$ cat config.mk
export PLATFORM = sky130hd
export DESIGN_NAME = plc_div_pipe
export DESIGN_NICKNAME = d
export VERILOG_FILES = /design/src/plc_pkg.sv /design/src/plc_div_pipe.sv
export SDC_FILE = /design/constraint.sdc
export NUM_CORES = 2
export LEC_CHECK = 0
export ABC_AREA = 1
export CAP_MARGIN = 20
export CELL_PAD_IN_SITES_DETAIL_PLACEMENT = 1
export CELL_PAD_IN_SITES_GLOBAL_PLACEMENT = 2
export CORE_MARGIN = 1
export CORE_UTILIZATION = 42
export DETAILED_ROUTE_END_ITERATION = 8
export DONT_BUFFER_PORTS = 1
export PLACE_DENSITY = 0.88
export SYNTH_ARGS = -nofsm -noshare
export SYNTH_HDL_FRONTEND = slang
export SYNTH_SLANG_ARGS = --single-unit
export TNS_END_PERCENT = 10
$ cat constraint.sdc
create_clock -name aclk -period 2.2 [get_ports aclk]
set_input_delay 0 -clock aclk [delete_from_list [all_inputs] [get_ports aclk]]
set_output_delay 0 -clock aclk [all_outputs]
set_load 0.05 [all_outputs]
$ cat src/plc_pkg.sv
// ============================================================================
// plc_pkg
// Shared constants and types for the parametric line clipper.
// ============================================================================
package plc_pkg;

    // default widths
    localparam int COORD_BITS_DEF = 12;
    localparam int FRAC_BITS_DEF  = 16;

    // one lane per window edge: left, right, bottom, top
    localparam int NUM_EDGES = 4;

    // configuration register indexes
    localparam int CFG_IDX_W = 3;
    localparam logic [CFG_IDX_W-1:0] REG_WINDOW_LEFT   = 3'd0;
    localparam logic [CFG_IDX_W-1:0] REG_WINDOW_RIGHT  = 3'd1;
    localparam logic [CFG_IDX_W-1:0] REG_WINDOW_BOTTOM = 3'd2;
    localparam logic [CFG_IDX_W-1:0] REG_WINDOW_TOP    = 3'd3;

    // per-edge classification travelling beside the dividers
    typedef struct packed {
        logic [NUM_EDGES-1:0] use_exit;   // p > 0, q >= 0: bounds t1
        logic [NUM_EDGES-1:0] use_entry;  // p < 0, q < 0: bounds t0
        logic                 reject;     // some edge rejects outright
    } edge_flags_t;

endpackage

$ cat src/plc_div_pipe.sv
// ============================================================================
// plc_div_pipe
// Four-lane pipelined restoring divider, one quotient bit per stage, giving
// floor(num * 2^FRAC_BITS / den) for num <= den, with an overflow flag.
// ============================================================================
module plc_div_pipe #(
    parameter int COORD_BITS = plc_pkg::COORD_BITS_DEF,
    parameter int FRAC_BITS  = plc_pkg::FRAC_BITS_DEF,
    parameter int SIDE_W     = 1
) (
    input  logic                                          aclk,
    input  logic                                          aresetn,
    input  logic                                          adv,
    input  logic                                          in_valid,
    input  logic [plc_pkg::NUM_EDGES-1:0][COORD_BITS-1:0] in_num,
    input  logic [plc_pkg::NUM_EDGES-1:0][COORD_BITS-1:0] in_den,
    input  logic [SIDE_W-1:0]                             in_side,
    output logic                                          out_valid,
    output logic [plc_pkg::NUM_EDGES-1:0][FRAC_BITS:0]    out_quo,
    output logic [plc_pkg::NUM_EDGES-1:0]                 out_over,
    output logic [SIDE_W-1:0]                             out_side
);

    localparam int C = COORD_BITS;
    localparam int F = FRAC_BITS;
    localparam int E = plc_pkg::NUM_EDGES;
    localparam int S = F + 1;

    logic                vld_reg  [S];
    logic [E-1:0]        over_reg [S];
    logic [SIDE_W-1:0]   side_reg [S];
    logic [E-1:0][F:0]   quo_reg  [S];
    logic [E-1:0][C-1:0] rem_reg  [S-1];
    logic [E-1:0][C-1:0] den_reg  [S-1];

    logic [E-1:0][C:0]   cand     [S];
    logic [E-1:0][C-1:0] den_src  [S];
    logic [E-1:0][F:0]   quo_src  [S];
    logic [E-1:0]        ge       [S];
    logic [E-1:0][F:0]   quo_next [S];
    logic [E-1:0][C-1:0] rem_next [S-1];
    logic [E-1:0]        over_in;

    // stage inputs, one trial subtraction per stage and lane
    always_comb begin
        for (int l = 0; l < E; l++) begin
            over_in[l] = in_num[l] > in_den[l];
            cand[0][l] = {1'b0, in_num[l]};
        end
        den_src[0] = in_den;
        quo_src[0] = '0;
        for (int s = 1; s < S; s++) begin
            for (int l = 0; l < E; l++) begin
                cand[s][l] = {rem_reg[s-1][l], 1'b0};
            end
            den_src[s] = den_reg[s-1];
            quo_src[s] = quo_reg[s-1];
        end
        for (int s = 0; s < S; s++) begin
            for (int l = 0; l < E; l++) begin
                ge[s][l]             = cand[s][l] >= {1'b0, den_src[s][l]};
                quo_next[s][l]       = quo_src[s][l];
                quo_next[s][l][F-s]  = ge[s][l];
            end
        end
        for (int s = 0; s < S - 1; s++) begin
            for (int l = 0; l < E; l++) begin
                rem_next[s][l] = ge[s][l] ? C'(cand[s][l] - {1'b0, den_src[s][l]})
                                          : cand[s][l][C-1:0];
            end
        end
    end

    // valid bits
    always_ff @(posedge aclk) begin
        if (!aresetn) begin
            for (int s = 0; s < S; s++) begin
                vld_reg[s] <= 1'b0;
            end
        end else if (adv) begin
            vld_reg[0] <= in_valid;
            for (int s = 1; s < S; s++) begin
                vld_reg[s] <= vld_reg[s-1];
            end
        end
    end

    // payload
    always_ff @(posedge aclk) begin
        if (adv) begin
            over_reg[0] <= over_in;
            side_reg[0] <= in_side;
            for (int s = 1; s < S; s++) begin
                over_reg[s] <= over_reg[s-1];
                side_reg[s] <= side_reg[s-1];
            end
            for (int s = 0; s < S; s++) begin
                quo_reg[s] <= quo_next[s];
            end
            for (int s = 0; s < S - 1; s++) begin
                rem_reg[s] <= rem_next[s];
                den_reg[s] <= den_src[s];
            end
        end
    end

    assign out_valid = vld_reg[S-1];
    assign out_quo   = quo_reg[S-1];
    assign out_over  = over_reg[S-1];
    assign out_side  = side_reg[S-1];

endmodule

==> run_results.csv <==
group,metric,value,unit
route,wire_per_inst,15.6,um
yosys,synth_top_area_share,51.5,%
worst_setup_path,r2r_cells,10,
yosys,ys_seq_area_share,51.5,%
global_routing,antenna_found_initial,3,
job,cap_violations,0,
timing,hold_slack,-777,ps
timing,slew_headroom,24.5,%
worst_setup_path,crit_arrival,2700,ps
global_routing,grt_pass1_wl,495000,um
yosys,syn_nets,15100,
worst_setup_path,crit_path_start_kind,"register",
cts,holdBufCountCts,210,
yosys,synth_area_leaders,"edfxtp_1 (51%), nand2_1 (12%), inv_1 (8.3%)",
timing,period_share,96.6,%
finish,drive_above_1_share,10.5,%
outcome,status,"finished with violations",
timing,tns,0,ps
cts,cts_root_buf,"clkbuf_16",
worst_setup_path,crit_path_end_kind,"register",
power_and_ir_drop,p_per_area,1270,nW/um^2
yosys,avgSynthCellArea,9.30,um^2
worst_setup_path,critPathKind,"register to register",
cts,clock_tree.buffer_depth,4,
finish,areaGrowthSynthToFinish,13.7,%
route,routed_wl,298000,um
cts,clkLatencyLatePin,900,ps
power_and_ir_drop,leakagePower,70.6,nW
worst_hold_path,min_path_type,"primary input to register",
yosys,synth_cell_type_count,41,
finish,utilization,48.2,%
timing,hold_viol,326,
global_routing,grt_pass1_vias,101000,
cts,h-tree-depth,5,
floorplan,die_area,315000,um^2
timing,slew_violations,0,
yosys,synth_top_cell_by_area,"edfxtp_1",
timing,fmax,471,MHz
route,dr.pass1.iters,5,
timing,skew,59.6,ps
power_and_ir_drop,ir_drop,0.731,mV
timing,setup_violations,0,
cts,path_clk_slew,60,ps
route,ant_nets,0,
timing,rsz0062_at_grt,"true",
cts,cts_setup_buffers,0,
cts,clock_sinks,2250,
placed_design,gp_congestion,0.838,
finish,most-common-layout-cells,"nand2_1 (4187), inv_1 (2909), edfxtp_1 (2250)",
route,dr_total_vias,93000,
global_routing,overflow,0,
yosys,synth_area,131000,um^2
floorplan,die_y,561,um
worst_setup_path,r2r_setup_slack,80,ps
cts,cts_tree,"yes",
floorplan,die_w,561,um
route,first_iter_violations,3162,
timing,post-route-min-period,2120,ps
floorplan,initial_core_util,42.4,%
yosys,ys_seq_elements,2250,
floorplan,core-area,310000,um^2
route,vias_per_cell,4.87,
yosys,yosysWarnings,0,
placed_design,dp_hpwl,226000,um
global_routing,grt_max_degree,238,
worst_setup_path,r2r-end,"rem_reg[1][109]$_DFFE_PP_",
floorplan,io_pins,175,
finish,final_nets,15700,
worst_hold_path,hold_path_depth,0,
worst_setup_path,reg2reg_from,"den_reg[1][68]$_DFFE_PP_",
route,drc_errors,0,
global_routing,grtUsageTotal,18.9,%
outcome,violations,"negative hold slack",
worst_hold_path,min_to,"rem_reg[0][26]$_DFFE_PP_",
finish,layout_commonest_cell,"nand2_1",
worst_hold_path,holdCritStartpoint,"adv",
worst_setup_path,worstPathRequired,2780,ps
placed_design,portBuffers,0,
timing,tightest_slew,1130,ps
floorplan,rows,204,
cts,cts_made_buffers,271,
worst_setup_path,crit_fanout,18,
yosys,synth_cells,14100,
==> layer usage <==
layer	up-vias	share of wire, %	GRT usage, %
met5	-	0	0
met4	0	2.6	4.99
met3	543	2.7	2.51
met2	843	54	37.1
met1	44400	41	21.1
li1	47200	-	-
==> kinds of logic after synthesis <==
family	Yosys count	synth area share, %
AOI/OAI and AO/OA	665	3.19
xor gates and xnor gates	361	2.41
adders and majority gates	876	8.71
buffers and inverters	3012	9.14
DFF	2250	51.5
and+or+nand+nor	6948	25.1
==> Yosys cell counts, drive strengths merged <==
| cell | number |
|---|---|
| o221ai | 4 |
| and2 | 46 |
| a211oi | 1 |
| nor3 | 30 |
| nand3b | 66 |
| clkbuf | 1 |
| o31ai | 4 |
| o21ai | 346 |
| ha | 812 |
| xor2 | 302 |
| o21bai | 4 |
| xnor2 | 59 |
| nand3 | 1060 |
| nand2 | 4331 |
| a21oi | 306 |
| or2 | 1 |
| edfxtp | 2250 |
| fa | 64 |
| nor2 | 828 |
| buf | 98 |
| inv | 2913 |
| nand4 | 586 |
==> through the flow <==
stage / area [um^2] / setup WS, ps / power (W) / cells / hold WS (ps)
after CTS: 148000 / -102 / 0.191 / 19100 / -884
final: 149000 / 75.7 / 0.189 / 19100 / -777
after floorplan: 131000 / 326 / 0.125 / 14100 / 98.9
after global placement: 138000 / -1080 / 0.143 / 18400 / 99.0
after detailed placement: 138000 / -1180 / 0.146 / 18400 / 98.9
after global routing: 149000 / -73.8 / 0.205 / 19100 / -855
==> worst max path at each step <==
stage | to | from | slack [ps]
after floorplan | rem_reg[1][210]$_DFFE_PP_ | rem_reg[1][162]$_DFFE_PP_ | 330
after global placement | rem_reg[0][336]$_SDFFCE_PN0P_ | adv | -1080
after detailed placement | rem_reg[0][340]$_DFFE_PP_ | adv | -1180
after CTS | quo_reg[7][93]$_DFFE_PP_ | adv | -100
after global routing | rem_reg[1][43]$_DFFE_PP_ | den_reg[0][380]$_DFFE_PP_ | -70
final | rem_reg[1][109]$_DFFE_PP_ | den_reg[1][68]$_DFFE_PP_ | 80
==> what timing repair did <==
item	CTS	global route
setup endpoints to repair	694	1000
endpoints found under the hold margin	630	491
pin swaps	0	12
cloned	1	1
resized for setup	0	160
==> worst max-delay path, stage by stage, from the launching register on <==
cell      delay (ps)
edfxtp_1         430
inv_1            100
ha_2             310
nand2_2          100
inv_1             50
nand2_1           80
nand2_1          100
a21oi_4          180
nand3_4          260
nand2_1          140
o21ai_0           90
==> final cells by class <==
cell class	count	area [um^2]
diodes	3	7.51
clock buffers	319	7090
clock inverters	163	1550
fillers	35600	161000
inverters	2913	10900
multi-input cells	8850	52600
flip-flops and latches	2250	67600
well taps	4120	5150
repair buffers	471	4400
==> power breakdown <==
part           internal, W  total (W)  switching (W)
logic               0.0292     0.0795         0.0502
registers           0.0606     0.0665        0.00589
clock network       0.0255     0.0435         0.0181
total                0.115      0.189         0.0742
Power figures use the tool's default switching activity.
