**src/plc_pkg.sv**
```systemverilog
// ============================================================================
// plc_pkg
// Shared constants and types for the parametric line clipper.
// ============================================================================
package plc_pkg;

    // default widths
    localparam int COORD_BITS_DEF = 12;
    localparam int FRAC_BITS_DEF  = 16;

    // one lane per window edge: left, right, bottom, top
    localparam int NUM_EDGES = 4;

    // configuration register indexes
    localparam int CFG_IDX_W = 3;
    localparam logic [CFG_IDX_W-1:0] REG_WINDOW_LEFT   = 3'd0;
    localparam logic [CFG_IDX_W-1:0] REG_WINDOW_RIGHT  = 3'd1;
    localparam logic [CFG_IDX_W-1:0] REG_WINDOW_BOTTOM = 3'd2;
    localparam logic [CFG_IDX_W-1:0] REG_WINDOW_TOP    = 3'd3;

    // per-edge classification travelling beside the dividers
    typedef struct packed {
        logic [NUM_EDGES-1:0] use_exit;   // p > 0, q >= 0: bounds t1
        logic [NUM_EDGES-1:0] use_entry;  // p < 0, q < 0: bounds t0
        logic                 reject;     // some edge rejects outright
    } edge_flags_t;

endpackage

```
**src/plc_point.sv**
```systemverilog
// ============================================================================
// plc_point
// Two stages: products |d| * t, then rounding and offset from the start point.
// ============================================================================
module plc_point #(
    parameter int COORD_BITS = plc_pkg::COORD_BITS_DEF,
    parameter int FRAC_BITS  = plc_pkg::FRAC_BITS_DEF
) (
    input  logic                                          aclk,
    input  logic                                          aresetn,
    input  logic                                          adv,
    input  logic                                          in_valid,
    input  logic                                          in_ok,
    input  logic [FRAC_BITS:0]                            t0,
    input  logic [FRAC_BITS:0]                            t1,
    input  logic [COORD_BITS-1:0]                         sx,
    input  logic [COORD_BITS-1:0]                         sy,
    input  logic signed [COORD_BITS:0]                    dx,
    input  logic signed [COORD_BITS:0]                    dy,
    output logic                                          out_valid,
    output logic                                          out_visible,
    output logic [plc_pkg::NUM_EDGES-1:0][COORD_BITS-1:0] out_coord
);

    localparam int C  = COORD_BITS;
    localparam int F  = FRAC_BITS;
    localparam int E  = plc_pkg::NUM_EDGES;
    localparam int PW = C + F + 1;
    localparam int SW = PW + 1;
    localparam logic [SW-1:0] HALF = SW'(1) << (F - 1);

    logic [C-1:0]         mag_x, mag_y;
    logic [E-1:0][PW-1:0] prod_next;

    logic                 va_reg, vb_reg;
    logic                 ok_reg, vis_reg;
    logic [E-1:0][PW-1:0] prod_reg;
    logic [1:0]           neg_reg;
    logic [C-1:0]         sx_reg, sy_reg;
    logic [E-1:0][C-1:0]  coord_reg;

    logic [E-1:0][C-1:0]  coord_next;
    logic [SW-1:0]        sum;
    logic [C-1:0]         offm, base;
    logic                 neg;

    // products: start x, start y at t0, end x, end y at t1
    always_comb begin
        mag_x = dx[C] ? C'(-dx) : dx[C-1:0];
        mag_y = dy[C] ? C'(-dy) : dy[C-1:0];
        prod_next[0] = PW'(mag_x * t0);
        prod_next[1] = PW'(mag_y * t0);
        prod_next[2] = PW'(mag_x * t1);
        prod_next[3] = PW'(mag_y * t1);
    end

    // round to nearest, ties upward, and step from the start point
    always_comb begin
        coord_next = '0;
        sum  = '0;
        offm = '0;
        base = '0;
        neg  = 1'b0;
        for (int k = 0; k < E; k++) begin
            neg  = (k % 2 == 0) ? neg_reg[0] : neg_reg[1];
            base = (k % 2 == 0) ? sx_reg : sy_reg;
            sum  = neg ? ({1'b0, prod_reg[k]} + HALF - SW'(1))
                       : ({1'b0, prod_reg[k]} + HALF);
            offm = sum[F +: C];
            if (ok_reg) begin
                coord_next[k] = neg ? base - offm : base + offm;
            end
        end
    end

    // valid bits
    always_ff @(posedge aclk) begin
        if (!aresetn) begin
            va_reg <= 1'b0;
            vb_reg <= 1'b0;
        end else if (adv) begin
            va_reg <= in_valid;
            vb_reg <= va_reg;
        end
    end

    // payload
    always_ff @(posedge aclk) begin
        if (adv) begin
            prod_reg  <= prod_next;
            neg_reg   <= {dy[C], dx[C]};
            sx_reg    <= sx;
            sy_reg    <= sy;
            ok_reg    <= in_ok;
            coord_reg <= coord_next;
            vis_reg   <= ok_reg;
        end
    end

    assign out_valid   = vb_reg;
    assign out_visible = vis_reg;
    assign out_coord   = coord_reg;

endmodule

```
**config.mk**
```make
export PLATFORM = sky130hd
export DESIGN_NAME = plc_point
export DESIGN_NICKNAME = d
export VERILOG_FILES = /design/src/plc_pkg.sv /design/src/plc_point.sv
export SDC_FILE = /design/constraint.sdc
export NUM_CORES = 2
export LEC_CHECK = 0
export ABC_AREA = 1
export BUFFER_PORTS_ARGS = -buffer_cell sky130_fd_sc_hd__buf_2
export CAP_MARGIN = 20
export CORE_UTILIZATION = 40
export CTS_BUF_LIST = sky130_fd_sc_hd__clkbuf_8
export DETAILED_ROUTE_END_ITERATION = 7
export GPL_TIMING_DRIVEN = 0
export PLACE_DENSITY_LB_ADDON = 0.08
export SETUP_SLACK_MARGIN = 0.15
export SYNTH_ARGS = -nofsm -noshare
export SYNTH_HDL_FRONTEND = slang
export SYNTH_SLANG_ARGS = --single-unit
```
**constraint.sdc**
```tcl
create_clock -name aclk -period 11.1 [get_ports aclk]
set_input_delay 0.555 -clock aclk [delete_from_list [all_inputs] [get_ports aclk]]
set_output_delay 0.555 -clock aclk [all_outputs]
set_load 0.005 [all_outputs]
```
==> key figures <==
Clock tree
  • Clock latency on the worst-skew pair: between 0.5 and 0.6 ns
  • CTS Buffer Depth: 2
  • Post-CTS Resized: 0
  • TritonCTS buffer count: 17
  • CTS H-tree depth: 4
  • Sink Count: 190
  • Hold Buf Count CTS: 0
  • Setup Fix Bufs, Post-CTS: 0
  • Clock Pin Slew Worst Setup and Hold Paths: between 0.1 and 0.15 ns
  • CTS tree: built
  • Root Driver: clkbuf_8

Yosys
  • FF+latch count, synth: 190
  • Yosys top cell by area: fa_1
  • Ys flop type: edfxtp_1
  • Syn avg cell area: 7.936 µm²
  • Synth Instances: approximately 4,700
  • Library cells used by synthesis: 52
  • Synth top area share: between 30 and 40%
  • Register area share after synthesis: 15.18%
  • Top cells by area in the synthesized netlist: fa_1 32%, edfxtp_1 15%, inv_1 10%
  • Post-synthesis cell area: about 37,000 µm²
  • Mapped Nets: around 5,700
  • Ys Warns: 0
  • Ys async rst share: 0%
  • Number of synthesized flops with an enable pin: around 190

Global route
  • Largest net degree at the start of global routing: 98
  • GRT met2 Usage: between 30% and 40%
  • GR Util met1: between 30% and 40%
  • GRT Total Usage: about a quarter
  • GRT met3 Usage: about 4.2%
  • Most Crowded Layer GR: met2
  • Initial antenna violation count: 11
  • First-pass GRT wire length: between 150 and 200 mm
  • GRT Residual Overflow: 0
  • Number of global-route vias before repair: 30,490

Worst hold path
  • Hold path cells: 1
  • Min-Delay Path Class: in2reg
  • Hold path start: in_ok

Finish
  • FILL cells: 9,659
  • Max FFs per register: 112
  • Fin util: ~43%
  • Most frequent cells in the layout: 1,041 x inv_1, 1,031 x nand2_1, 600 x fa_1
  • Layout Area Growth over Synthesis: 7.006%
  • Leading cell type in the layout, fill and taps excluded: inv_1
  • Layout cell share with drive strength beyond 1: about 5.4%
  • Multi-input gate area: approximately 27,000 µm²
  • Reg area: around 5700 µm²
  • Fin cells: approximately 6,000
  • Final nets: 5,857

Setup path
  • Crit end category: register
  • FF-to-FF Start: prod_reg[102]$_DFFE_PP_
  • Critical path depth: 30
  • Slowest stage cell, crit path: fa_1
  • WP buf/inv: 8
  • Setup crit start kind: input port
  • Slowest stage delay, CP: slightly above 0.6 ns
  • CP Max Fanout: 10
  • Crit path max-delay family: adder cells
  • CP arrival: roughly 8.7 ns
  • R2R depth: 24
  • Crit path kind: in2reg
  • WP data required: roughly 11 ns
  • Crit path launch: dy[0]

Power
  • PwrDens: 325.2 nW/µm²
  • Power share of the combinational group: between 80% and 90%
  • Sw Pwr: 0.007181 W
  • Total power: about 0.013 W
  • Flop pwr share: a little over an eighth
  • Lkg Pwr: around 20 nW
  • Sw Ratio: 55.11%
  • Max IR drop VDD: ~430 µV
  • Int Power: between 0.005 and 0.006 W
  • Clock share of power: roughly 3.9%

Routing
  • DR DRC count: 0
  • DR pass1 iterations: 5
  • Via count: between 30,000 and 40,000
  • ANT nets after route: 0
  • DR WL/cell: around 18 µm
  • Wirelength, routed: 111.4 mm
  • Drt initial violations: around 2,200
  • Routed vias/inst: between 4 and 5

Timing
  • Final setup margin: ~2.8 ns
  • Worst clock skew: 0.02244 ns
  • Fin. Hold Viols: 0
  • RSZ-0062 raised after global routing: false
  • Max Slew Vio Count: 0
  • Setup TNS: 0 ns
  • Min cycle time layout: 8.293 ns
  • Peak Freq: roughly 120 MHz
  • Worst-Margin Slew: 1.072 ns
  • Final period util: between 70% and 80%
  • Max-slew headroom: 28.50%
  • Finish-stage setup viols: 0

Place
  • Post-DP HPWL: approximately 95 mm
  • PortBufs: roughly 120
  • Dpl ws: 2.498 ns
  • Placed cell count: ~6,000
  • Routability cong.: ~0.9

Die
  • Initial Util: just over 40%
  • Die height: ~300 µm
  • Chip width: 308.0 µm
  • Num rows: roughly 110
  • Core footprint: 92,220 µm²
  • Die area: about 95,000 µm²
  • IO Count: about 140

Run status
  • Outcome: finished clean

Run
  • Maxcap violations: 0
-- cell usage after synthesis, drive strengths merged, types with 13 or more instances --
cell,n
nand2,1057
inv,1053
fa,600
nor2,563
ha,310
edfxtp,188
a21oi,171
o21ai,130
nand3,123
clkbuf,116
xor2,111
xnor2,64
nand4,39
nor3,33
buf,28
o21bai,18
or2,15
a21o,13
clkinv,13
-- logic make-up after synthesis --
kind of cell,share of synthesized area [%]
and+or+nand+nor,20.39
AOI/OAI and AO/OA,5.693
xor gates and xnor gates,4.113
buffers and inverters,12.20
DFF,15.18
adders and majority gates,42.43
-- worst register-to-register path: stages (launching register included) --
cell      delay [ns]
edfxtp_1        0.41
inv_1           0.10
nor2_1          0.10
nand3_1         0.17
nor2_1          0.21
nand3_1         0.10
nand2_1         0.22
inv_1           0.08
ha_1            0.22
o21ai_0         0.19
xor2_1          0.36
ha_1            0.35
nand2_1         0.08
inv_1           0.04
o21ai_0         0.17
nand2_1         0.12
nand2_1         0.10
a21oi_1         0.08
o21ai_0         0.22
nand2_1         0.13
a21o_1          0.17
a21oi_1         0.16
inv_1           0.07
nor2_1          0.10
nor2_1          0.05
-- routing by layer --
| metal | routed length [µm] | part of all wire, % |
|---|---|---|
| met5 | 65 | 0.058 |
| met4 | 1399 | 1.3 |
| met3 | 7246 | 6.5 |
| met2 | 48400 | 43 |
| met1 | 54290 | 49 |
-- cell type report --
cell class / instances / share of cell area (%)
inverter: 1066 / 9.985
clock buffer: 18 / 0.6182
antenna: 3 / 0.01873
clock inverter: 14 / 0.4215
multi-input combinational: 3319 / 67.87
timing repair buffer: 120 / 1.608
buffer: 144 / 1.414
tap: 1243 / 3.881
sequential: 190 / 14.19
-- stage by stage --
stage                     area (µm²)  hold WS, ns
after floorplan                37450       0.4244
after global placement         39590       0.4320
after detailed placement       39650       0.4506
after CTS                      40070      0.05383
after global routing           40070      0.08423
final                          40070       0.1327
-- power groups by stage --
stage / Sequential, W / Clock, W / Combinational (W)
global placement: 0.00181 / 0 / 0.0108
CTS: 0.00179 / 0.000534 / 0.0108
finish: 0.00179 / 0.000507 / 0.0107
global route: 0.00183 / 0.000549 / 0.0123
detailed placement: 0.00181 / 0 / 0.0108
floorplan: 0.00176 / 0 / 0.00797
-- path summary, 6_finish.rpt --
check / to / slack, ns
worst min-delay path: ok_reg$_DFFE_PP_ / 0.13
worst max-delay path: prod_reg[112]$_DFFE_PP_ / 2.81
worst min register to register: out_visible$_DFFE_PP_ / 0.47
worst max register to register: out_coord[46]$_SDFFCE_PN0P_ / 6.85
Power figures use the tool's default switching activity.
