`src/plc_pkg.sv`:
```
// ============================================================================
// plc_pkg
// Shared constants and types for the parametric line clipper.
// ============================================================================
package plc_pkg;

    // default widths
    localparam int COORD_BITS_DEF = 12;
    localparam int FRAC_BITS_DEF  = 16;

    // one lane per window edge: left, right, bottom, top
    localparam int NUM_EDGES = 4;

    // configuration register indexes
    localparam int CFG_IDX_W = 3;
    localparam logic [CFG_IDX_W-1:0] REG_WINDOW_LEFT   = 3'd0;
    localparam logic [CFG_IDX_W-1:0] REG_WINDOW_RIGHT  = 3'd1;
    localparam logic [CFG_IDX_W-1:0] REG_WINDOW_BOTTOM = 3'd2;
    localparam logic [CFG_IDX_W-1:0] REG_WINDOW_TOP    = 3'd3;

    // per-edge classification travelling beside the dividers
    typedef struct packed {
        logic [NUM_EDGES-1:0] use_exit;   // p > 0, q >= 0: bounds t1
        logic [NUM_EDGES-1:0] use_entry;  // p < 0, q < 0: bounds t0
        logic                 reject;     // some edge rejects outright
    } edge_flags_t;

endpackage

```
`src/plc_edge_setup.sv`:
```
// ============================================================================
// plc_edge_setup
// First stage: deltas, the four (p, q) edge terms and their classification.
// ============================================================================
module plc_edge_setup #(
    parameter int COORD_BITS = plc_pkg::COORD_BITS_DEF
) (
    input  logic                                          aclk,
    input  logic                                          aresetn,
    input  logic                                          adv,
    input  logic                                          in_valid,
    input  logic [COORD_BITS-1:0]                         start_x,
    input  logic [COORD_BITS-1:0]                         start_y,
    input  logic [COORD_BITS-1:0]                         end_x,
    input  logic [COORD_BITS-1:0]                         end_y,
    input  logic [COORD_BITS-1:0]                         window_left,
    input  logic [COORD_BITS-1:0]                         window_right,
    input  logic [COORD_BITS-1:0]                         window_bottom,
    input  logic [COORD_BITS-1:0]                         window_top,
    output logic                                          out_valid,
    output logic [plc_pkg::NUM_EDGES-1:0][COORD_BITS-1:0] p_mag,
    output logic [plc_pkg::NUM_EDGES-1:0][COORD_BITS-1:0] q_mag,
    output plc_pkg::edge_flags_t                          flags,
    output logic [COORD_BITS-1:0]                         sx,
    output logic [COORD_BITS-1:0]                         sy,
    output logic signed [COORD_BITS:0]                    dx,
    output logic signed [COORD_BITS:0]                    dy
);

    localparam int C = COORD_BITS;
    localparam int E = plc_pkg::NUM_EDGES;

    logic signed [C:0]    dx_c, dy_c;
    logic signed [C:0]    p_c [E];
    logic signed [C:0]    q_c [E];
    logic [E-1:0][C-1:0]  p_mag_next, q_mag_next;
    plc_pkg::edge_flags_t flags_next;

    logic                 valid_reg;
    logic [E-1:0][C-1:0]  p_mag_reg, q_mag_reg;
    plc_pkg::edge_flags_t flags_reg;
    logic [C-1:0]         sx_reg, sy_reg;
    logic signed [C:0]    dx_reg, dy_reg;

    // edge terms and their classes
    always_comb begin
        dx_c   = $signed({1'b0, end_x}) - $signed({1'b0, start_x});
        dy_c   = $signed({1'b0, end_y}) - $signed({1'b0, start_y});
        p_c[0] = -dx_c;
        q_c[0] = $signed({1'b0, start_x}) - $signed({1'b0, window_left});
        p_c[1] = dx_c;
        q_c[1] = $signed({1'b0, window_right}) - $signed({1'b0, start_x});
        p_c[2] = -dy_c;
        q_c[2] = $signed({1'b0, start_y}) - $signed({1'b0, window_bottom});
        p_c[3] = dy_c;
        q_c[3] = $signed({1'b0, window_top}) - $signed({1'b0, start_y});
        flags_next = '0;
        for (int l = 0; l < E; l++) begin
            p_mag_next[l] = p_c[l][C] ? C'(-p_c[l]) : p_c[l][C-1:0];
            q_mag_next[l] = q_c[l][C] ? C'(-q_c[l]) : q_c[l][C-1:0];
            flags_next.use_entry[l] = p_c[l][C] && q_c[l][C];
            flags_next.use_exit[l]  = !p_c[l][C] && (p_c[l] != '0) && !q_c[l][C];
            if (q_c[l][C] && !p_c[l][C]) begin
                flags_next.reject = 1'b1;
            end
        end
    end

    // stage valid
    always_ff @(posedge aclk) begin
        if (!aresetn) begin
            valid_reg <= 1'b0;
        end else if (adv) begin
            valid_reg <= in_valid;
        end
    end

    // stage payload
    always_ff @(posedge aclk) begin
        if (adv) begin
            p_mag_reg <= p_mag_next;
            q_mag_reg <= q_mag_next;
            flags_reg <= flags_next;
            sx_reg    <= start_x;
            sy_reg    <= start_y;
            dx_reg    <= dx_c;
            dy_reg    <= dy_c;
        end
    end

    assign out_valid = valid_reg;
    assign p_mag     = p_mag_reg;
    assign q_mag     = q_mag_reg;
    assign flags     = flags_reg;
    assign sx        = sx_reg;
    assign sy        = sy_reg;
    assign dx        = dx_reg;
    assign dy        = dy_reg;

endmodule

```
`config.mk`:
```
export PLATFORM = sky130hd
export DESIGN_NAME = plc_edge_setup
export DESIGN_NICKNAME = d
export VERILOG_FILES = /design/src/plc_pkg.sv /design/src/plc_edge_setup.sv
export SDC_FILE = /design/constraint.sdc
export NUM_CORES = 1
export LEC_CHECK = 0
export BUFFER_PORTS_ARGS = -buffer_cell sky130_fd_sc_hd__buf_2
export CAP_MARGIN = 20
export CORE_UTILIZATION = 58
export CTS_CLUSTER_SIZE = 8
export DETAILED_ROUTE_END_ITERATION = 12
export PLACE_DENSITY = 0.95
export SLEW_MARGIN = 25
export SYNTH_ARGS = -nofsm -noshare
export SYNTH_HDL_FRONTEND = slang
export SYNTH_SLANG_ARGS = --single-unit
export TNS_END_PERCENT = 1
```
`constraint.sdc`:
```
create_clock -name aclk -period 10.4 [get_ports aclk]
set_input_delay 1.04 -clock aclk [delete_from_list [all_inputs] [get_ports aclk]]
set_output_delay 1.04 -clock aclk [all_outputs]
set_load 0.01 [all_outputs]
```
==> run_results.csv, run 1 <==
group,metric,value,unit
synth,yosysSeqAreaShare,44.7,%
worst_hold_path,hp-class,"register to register",
timing,fmaxAchievable,220,MHz
power,ir_worst_vdd,0.000127,V
outcome,status,"finished, final reports clean",
route,drtAntennaViolNets,0,
finish,drive_gt1_share,26.0,%
global_routing,first_global_vias,8101,
global_routing,antenna_found_initial,2,
timing,fin_setup_tns,0,ns
route,drtIter0Drc,598,
clock_tree,cts-root-buf,"clkbuf_16",
power,seq_power_share,39.5,%
placed_design,hpwl,19400,um
worst_setup_path,cp.required,10.57,ns
floorplan,die_w,134,um
floorplan,core_area,17200,um^2
placed_design,place_inst,1430,
clock_tree,cts_resized,0,
clock_tree,clk_path_buf_depth,2,
power,power.internal,1450,uW
global_routing,busiest_layer,"met2",
timing,final.period_utilization,43.8,%
global_routing,grt_remaining_overflow,0,
worst_setup_path,cp_max_fo,12,
timing,hold_viol_final,0,
worst_setup_path,crit_arrival,4.72,ns
route,drc_errors,0,
floorplan,die_h,134,um
route,vias,8424,
synth,syn_nets,1146,
placed_design,placed_area,11700,um^2
clock_tree,cts_setup_buffers,0,
global_routing,grt_pass1_wl,39500,um
global_routing,use_met3,6.46,%
timing,tightest_slew,0.992,ns
power,p_comb_share,32.8,%
synth,synth_edf_count,151,
worst_setup_path,critPathLaunchType,"input pin",
finish,postLayoutCellArea,12300,um^2
placed_design,place_congestion,0.926,
global_routing,grt_start_max_net_pins,84,
finish,largest_register_ffs,48,
finish,instances_no_fill,1464,
synth,ys_ff_latch,152,
global_routing,met2_usage,50.4,%
power,power_leakage,0.00533,uW
timing,setup_viol,0,
clock_tree,cts_buffers,17,
synth,synth_cells,961,
finish,final_util,71.2,%
global_routing,grt.total_usage,28.6,%
synth,synth_area,10200,um^2
route,viasPerCell,5.75,
synth,yosysUniqueCellTypes,81,
power,p_sw_share,34.2,%
power,p_clk_share,27.7,%
clock_tree,cts.sinks,152,
clock_tree,cts_tree,"done",
clock_tree,cts.reportedPaths.clkPinSlew,0.06,ns
power,switchingPower,754,uW
worst_setup_path,cp-end-kind,"register",
power,p_per_area,179,nW/um^2
finish,layout.nets,1409,
floorplan,initial_core_util,59.1,%
timing,fin_ws,5.85,ns
clock_tree,clk_latency,0.42,ns
finish,area_delta_synth_final,20.6,%
clock_tree,cts_max_level,4,
timing,skew,0,ns
placed_design,io_buffers,255,
worst_setup_path,critical_path_class,"input pin to register",
floorplan,io_pins,256,
timing,rsz0062_at_grt,"no",
run,cap_violations,0,
placed_design,dp_slack,5.57,ns
synth,ys_warn_count,0,
timing,slew-limit-headroom,33.9,%
floorplan,fp.dieArea,18100,um^2
route,drt-pass1-iter-count,7,
route,finalWirelength,25600,um
synth,synthFlopType,"edfxtp_1",
route,routedWlPerCell,17.5,um
clock_tree,cts_hold_buf,0,
timing,layout_min_cycle_time,4.55,ns
global_routing,grtUsageMet1,32.3,%
synth,synth-async-reset-ratio,0,%
finish,n_fill_cell,1181,
timing,maxSlewViolCount,0,
synth,syn-mean-instance-area,10.6,um^2
floorplan,placementRows,48,
## worst max-delay path, cell delays in order
cell      delay [ns]
buf_2           0.10
inv_1           0.04
ha_1            0.19
inv_1           0.08
fa_1            0.46
xnor2_1         0.49
nand2_1         0.21
a211oi_1        0.56
o211ai_1        0.34
nor4_2          0.33
nand3_1         0.40
and3_1          0.33
xnor2_1         0.13
## metrics by stage
| stage | hold WS [ns] | power (uW) |
|---|---|---|
| floorplan | 0.538 | 1350 |
| global placement | 0.492 | 1560 |
| detailed placement | 0.527 | 1590 |
| CTS | 0.543 | 2210 |
| global route | 0.554 | 2300 |
| finish | 0.538 | 2200 |
## Yosys cell counts (all sizes together), types with 3 or more instances
library cell,instances,area share [%]
a2111o,3,0.33
a2111oi,5,0.43
a211o,4,0.34
a211oi,6,0.54
a21boi,7,0.52
a21o,14,1.0
a21oi,43,2.1
a311oi,7,0.66
a31o,3,0.26
a31oi,12,0.80
and2,9,0.55
and3,11,0.68
buf,7,0.50
clkbuf,8,0.29
edfxtp,151,45
fa,6,1.2
ha,79,9.7
inv,102,3.8
mux2,4,0.44
nand2,44,1.6
nand2b,11,0.68
nand3,19,0.93
nor2,83,3.1
nor2b,8,0.49
nor3,34,1.7
nor3b,10,0.74
nor4,8,0.70
o211ai,13,1.0
o21a,7,0.52
o21ai,37,1.9
o31ai,9,0.66
or2,6,0.37
or3,7,0.43
xnor2,108,9.4
xor2,40,3.7
## power by group through the flow
stage	Combinational, uW	Sequential [uW]	Clock, uW
2_1_floorplan	411	936	0
3_3_place_gp	683	880	0
3_5_place_dp	710	881	0
4_1_cts	717	871	617
5_1_grt	783	879	641
6_report	723	870	610
## worst paths after layout
check	cells past startpoint	to	start	slack (ns)
min reg2reg	2	out_valid	out_valid	0.54
max	13	p_mag[5]	end_x[0]	5.85
min	2	out_valid	out_valid	0.54
max reg2reg	2	out_valid	out_valid	9.80
## cell families (layout without fill, tap and decap cells)
kind of cell / after synthesis / in the layout / synth area share [%]
simple gates: 261 / 261 / 12.9
compound gates: 190 / 190 / 13.0
flops: 152 / 152 / 44.7
xor+xnor: 148 / 148 / 13.1
buf+inv: 119 / 395 / 4.63
fa+ha+maj: 85 / 85 / 10.9
mux: 6 / 6 / 0.639
other cells: 0 / 2 / 0
## cell usage in the layout (no fill, tap or decap), types with 7 or more instances in the layout
cell and count:
a21boi_0 7, a21o_1 14, a21oi_1 43, a31oi_1 11, and2_1 9, and3_1 11
buf_2 254, clkbuf_16 17, edfxtp_1 151, ha_1 79, inv_1 101, inv_6 7
nand2_1 44, nand2b_1 11, nand3_1 19, nor2_1 82, nor2b_1 8, nor3_1 33
nor3b_1 10, o211ai_1 12, o21a_1 7, o21ai_0 31, o31ai_1 9, or3_1 7
xnor2_1 106, xor2_1 38
## final cells by class
type / instances / area (um^2) / share of cell area [%]
clock inverter: 15 / 149 / 1.21
timing repair buffer: 259 / 1320 / 10.7
inverter: 104 / 390 / 3.18
multi-input combinational: 690 / 5160 / 42.0
sequential: 152 / 4550 / 37.1
antenna: 2 / 5.00 / 0.0408
tap: 225 / 282 / 2.29
clock buffer: 17 / 425 / 3.46
## metal layers
layer | share of wire (%) | up-vias
met5 | 0 | -
met4 | 4.5 | 0
met3 | 8.2 | 81
met2 | 49 | 452
met1 | 38 | 3901
li1 | - | 3990
(Power assumes the default switching activity.)
==> run 2, diff against run 1 <==
ABC_AREA = 1   (was not set)
CORE_UTILIZATION = 50   (was 58)
PLACE_DENSITY = 0.89   (was 0.95)
clock period = 3.8 ns   (was 10.4 ns; I/O delays follow)
==> run 2 against run 1 <==
Net effect: synthesized cell count up 38%; hold slack got worse by 0.38 ns; sequential cell count stayed put; clock power rose to 2.9 times the previous value; largest power group unchanged; clock skew is the same; non-clock buffer count grew 4; wire length up 13%.
==> run_results.csv, run 2 <==
group,metric,value,unit
timing,fin_setup_tns,0,ns
synth,synth_commonest_cells,"372 x nand2_1, 203 x inv_1, 151 x edfxtp_1, 110 x nand3_1, 81 x nor2_1",
synth,synthFlopType,"edfxtp_1",
route,viasPerCell,5.24,
finish,final_common_cell,"nand2_1",
timing,fin_ws,0.881,ns
worst_setup_path,reg2reg_from,"out_valid",
synth,synth_area,10800,um^2
global_routing,grt_start_max_net_pins,66,
worst_setup_path,critPathLaunchType,"input pin",
finish,instances_no_fill,1880,
timing,hold_viol_final,0,
timing,slew-limit-headroom,57.6,%
finish,seq_area,4550,um^2
timing,final.period_utilization,76.8,%
synth,yosys.area.top_type_share,41.8,%
timing,rsz0062_at_grt,"no",
clock_tree,cts_hold_buf,0,
worst_hold_path,min_delay_path_depth,1,
timing,fmaxAchievable,343,MHz
route,drtAntennaViolNets,0,
synth,synth-xor-area-share,6.93,%
route,vias,9859,
floorplan,initial_core_util,51.2,%
placed_design,hpwl,23000,um
worst_setup_path,crit_arrival,3.12,ns
worst_setup_path,critical_path_class,"input pin to register",
synth,synth_edf_count,151,
synth,synth_compound_area_share,6.78,%
placed_design,place_congestion,0.969,
clock_tree,cts.reportedPaths.clkPinSlew,0.07,ns
outcome,status,"finished, final reports clean",
worst_setup_path,worstSetupStartpoint,"start_y[0]",
global_routing,grt_remaining_overflow,0,
synth,synth.area.mux_share,0,%
placed_design,place_inst,1847,
power,p_per_area,460,nW/um^2
synth,synth_fa_ha_area_share,10.2,%
power,power_leakage,0.00663,uW
synth,synth_cells,1324,
clock_tree,cts_buffers,17,
finish,multiInputGateArea,5390,um^2
route,drtIter0Drc,713,
power,ir_worst_vdd,0.000300,V
worst_setup_path,r2r_cells,2,
power,p_total,6000,uW
route,drt-pass1-iter-count,6,
route,drc_errors,0,
finish,drive_gt1_share,21.3,%
clock_tree,cts-root-buf,"clkbuf_16",
global_routing,first_global_vias,9254,
timing,setup_viol,0,
finish,final_cell_mix,"372 x nand2_1, 254 x buf_2, 203 x inv_1",
timing,maxSlewViolCount,0,
route,routedWlPerCell,15.4,um
floorplan,die_h,149,um
finish,n_fill_cell,1778,
global_routing,antenna_found_initial,1,
run,cap_violations,0,
worst_hold_path,hp-class,"input pin to register",
synth,synth-async-reset-ratio,0,%
synth,yosys.area.top_type,"edfxtp_1",
clock_tree,cts_setup_buffers,0,
clock_tree,cts_tree,"done",
synth,ys_warn_count,0,
clock_tree,clk_latency,0.42,ns
worst_setup_path,cp-end-kind,"register",
floorplan,fp.dieArea,22300,um^2
floorplan,placementRows,53,
timing,skew,0,ns
synth,synth_simple_gate_area_share,25.8,%
floorplan,core_area,21200,um^2
finish,layout.nets,1776,
worst_setup_path,cp.required,4.00,ns
synth,synth_most_common_cell,"nand2_1",
synth,synth_top_family_by_area,"simple AND/OR/NAND/NOR gates",
synth,syn-mean-instance-area,8.18,um^2
worst_setup_path,cp_max_fo,5,
floorplan,die_w,149,um
clock_tree,cts_max_level,4,
route,finalWirelength,28900,um
clock_tree,cts.sinks,152,
finish,area_delta_synth_final,20.4,%
synth,yosysSeqAreaShare,42.0,%
clock_tree,cts_resized,0,
timing,tightest_slew,0.631,ns
worst_hold_path,min-delay-start,"start_x[7]",
placed_design,io_buffers,255,
synth,yosys-top-cells-area,"edfxtp_1 42%, nand2_1 13%, ha_1 9.1%, inv_1 7.0%, nand3_1 5.1%",
synth,yosysUniqueCellTypes,40,
synth,ys_ff_latch,152,
global_routing,grt.total_usage,26.2,%
timing,layout_min_cycle_time,2.92,ns
finish,largest_register_ffs,48,
clock_tree,clk_path_buf_depth,2,
placed_design,dp_slack,0.438,ns
global_routing,grt_pass1_wl,44900,um
timing,holdWs,0.160,ns
floorplan,io_pins,256,
synth,syn_nets,1509,
run 2: changes by cell type in the layout (fill, tap and decap cells not counted), sizes merged, moves of 10 or more:
cell,previous run,this run
o21ai,37,57
xor2,40,56
nand3,19,113
nor3,34,12
and3,11,0
nand4,2,22
nand2,44,392
nand2b,11,1
xnor2,108,28
inv,114,213
nor3b,10,0
o211ai,13,0
run 2: layout make-up:
| class | instances | share of cell area, % |
|---|---|---|
| Sequential cell | 152 | 34.9 |
| Clock buffer | 18 | 3.29 |
| Timing Repair Buffer | 263 | 10.4 |
| Multi-Input combinational cell | 945 | 41.3 |
| Inverter | 212 | 6.10 |
| Antenna cell | 1 | 0.0192 |
| Clock inverter | 14 | 1.32 |
| Tap cell | 275 | 2.64 |
run 2: cell families after synthesis:
| group | Yosys count |
|---|---|
| buffers and inverters | 227 |
| AOI/OAI and AO/OA | 132 |
| adders and majority gates | 85 |
| xor gates and xnor gates | 84 |
| DFF | 152 |
| and+or+nand+nor | 644 |
run 2: power by group:
group	internal, uW	leakage [uW]	switching (uW)
registers	2220	0.00148	71.6
logic	693	0.00485	1250
clock network	1040	0.000298	724
total	3950	0.00663	2050
run 2: metrics by stage:
stage | util, % | instance area (um^2)
floorplan | - | 10800
global placement | 58.8 | 12400
detailed placement | 58.8 | 12400
CTS | 61.6 | 13000
global route | 61.6 | 13000
finish | 61.7 | 13000
run 2: critical path, cell delays in order:
cell and delay, ns:
buf_2 0.16, ha_1 0.21, inv_1 0.13, fa_1 0.48, inv_1 0.13, ha_1 0.18, nand3_1 0.11, nand2_1 0.18
nand3_1 0.17, a21oi_1 0.16, nand2_1 0.10, nor2_1 0.15, nand3_1 0.11, nor2_1 0.15, nand2_1 0.10, nand2_1 0.06
nand2_1 0.05, nand2_1 0.06, inv_1 0.04
run 2: metal layers:
metal	vias up	global-route usage, %	routed length [um]
li1	4885	-	-
met1	4446	31.8	11800
met2	467	44.4	13700
met3	61	5.23	2390
met4	0	12.3	1070
met5	-	0	0
run 2: worst paths after layout:
kind	to	slack [ns]
hold / removal	sx[7]	0.16
hold reg to reg	out_valid	0.53
setup / recovery	p_mag[35]	0.88
setup reg to reg	out_valid	3.17
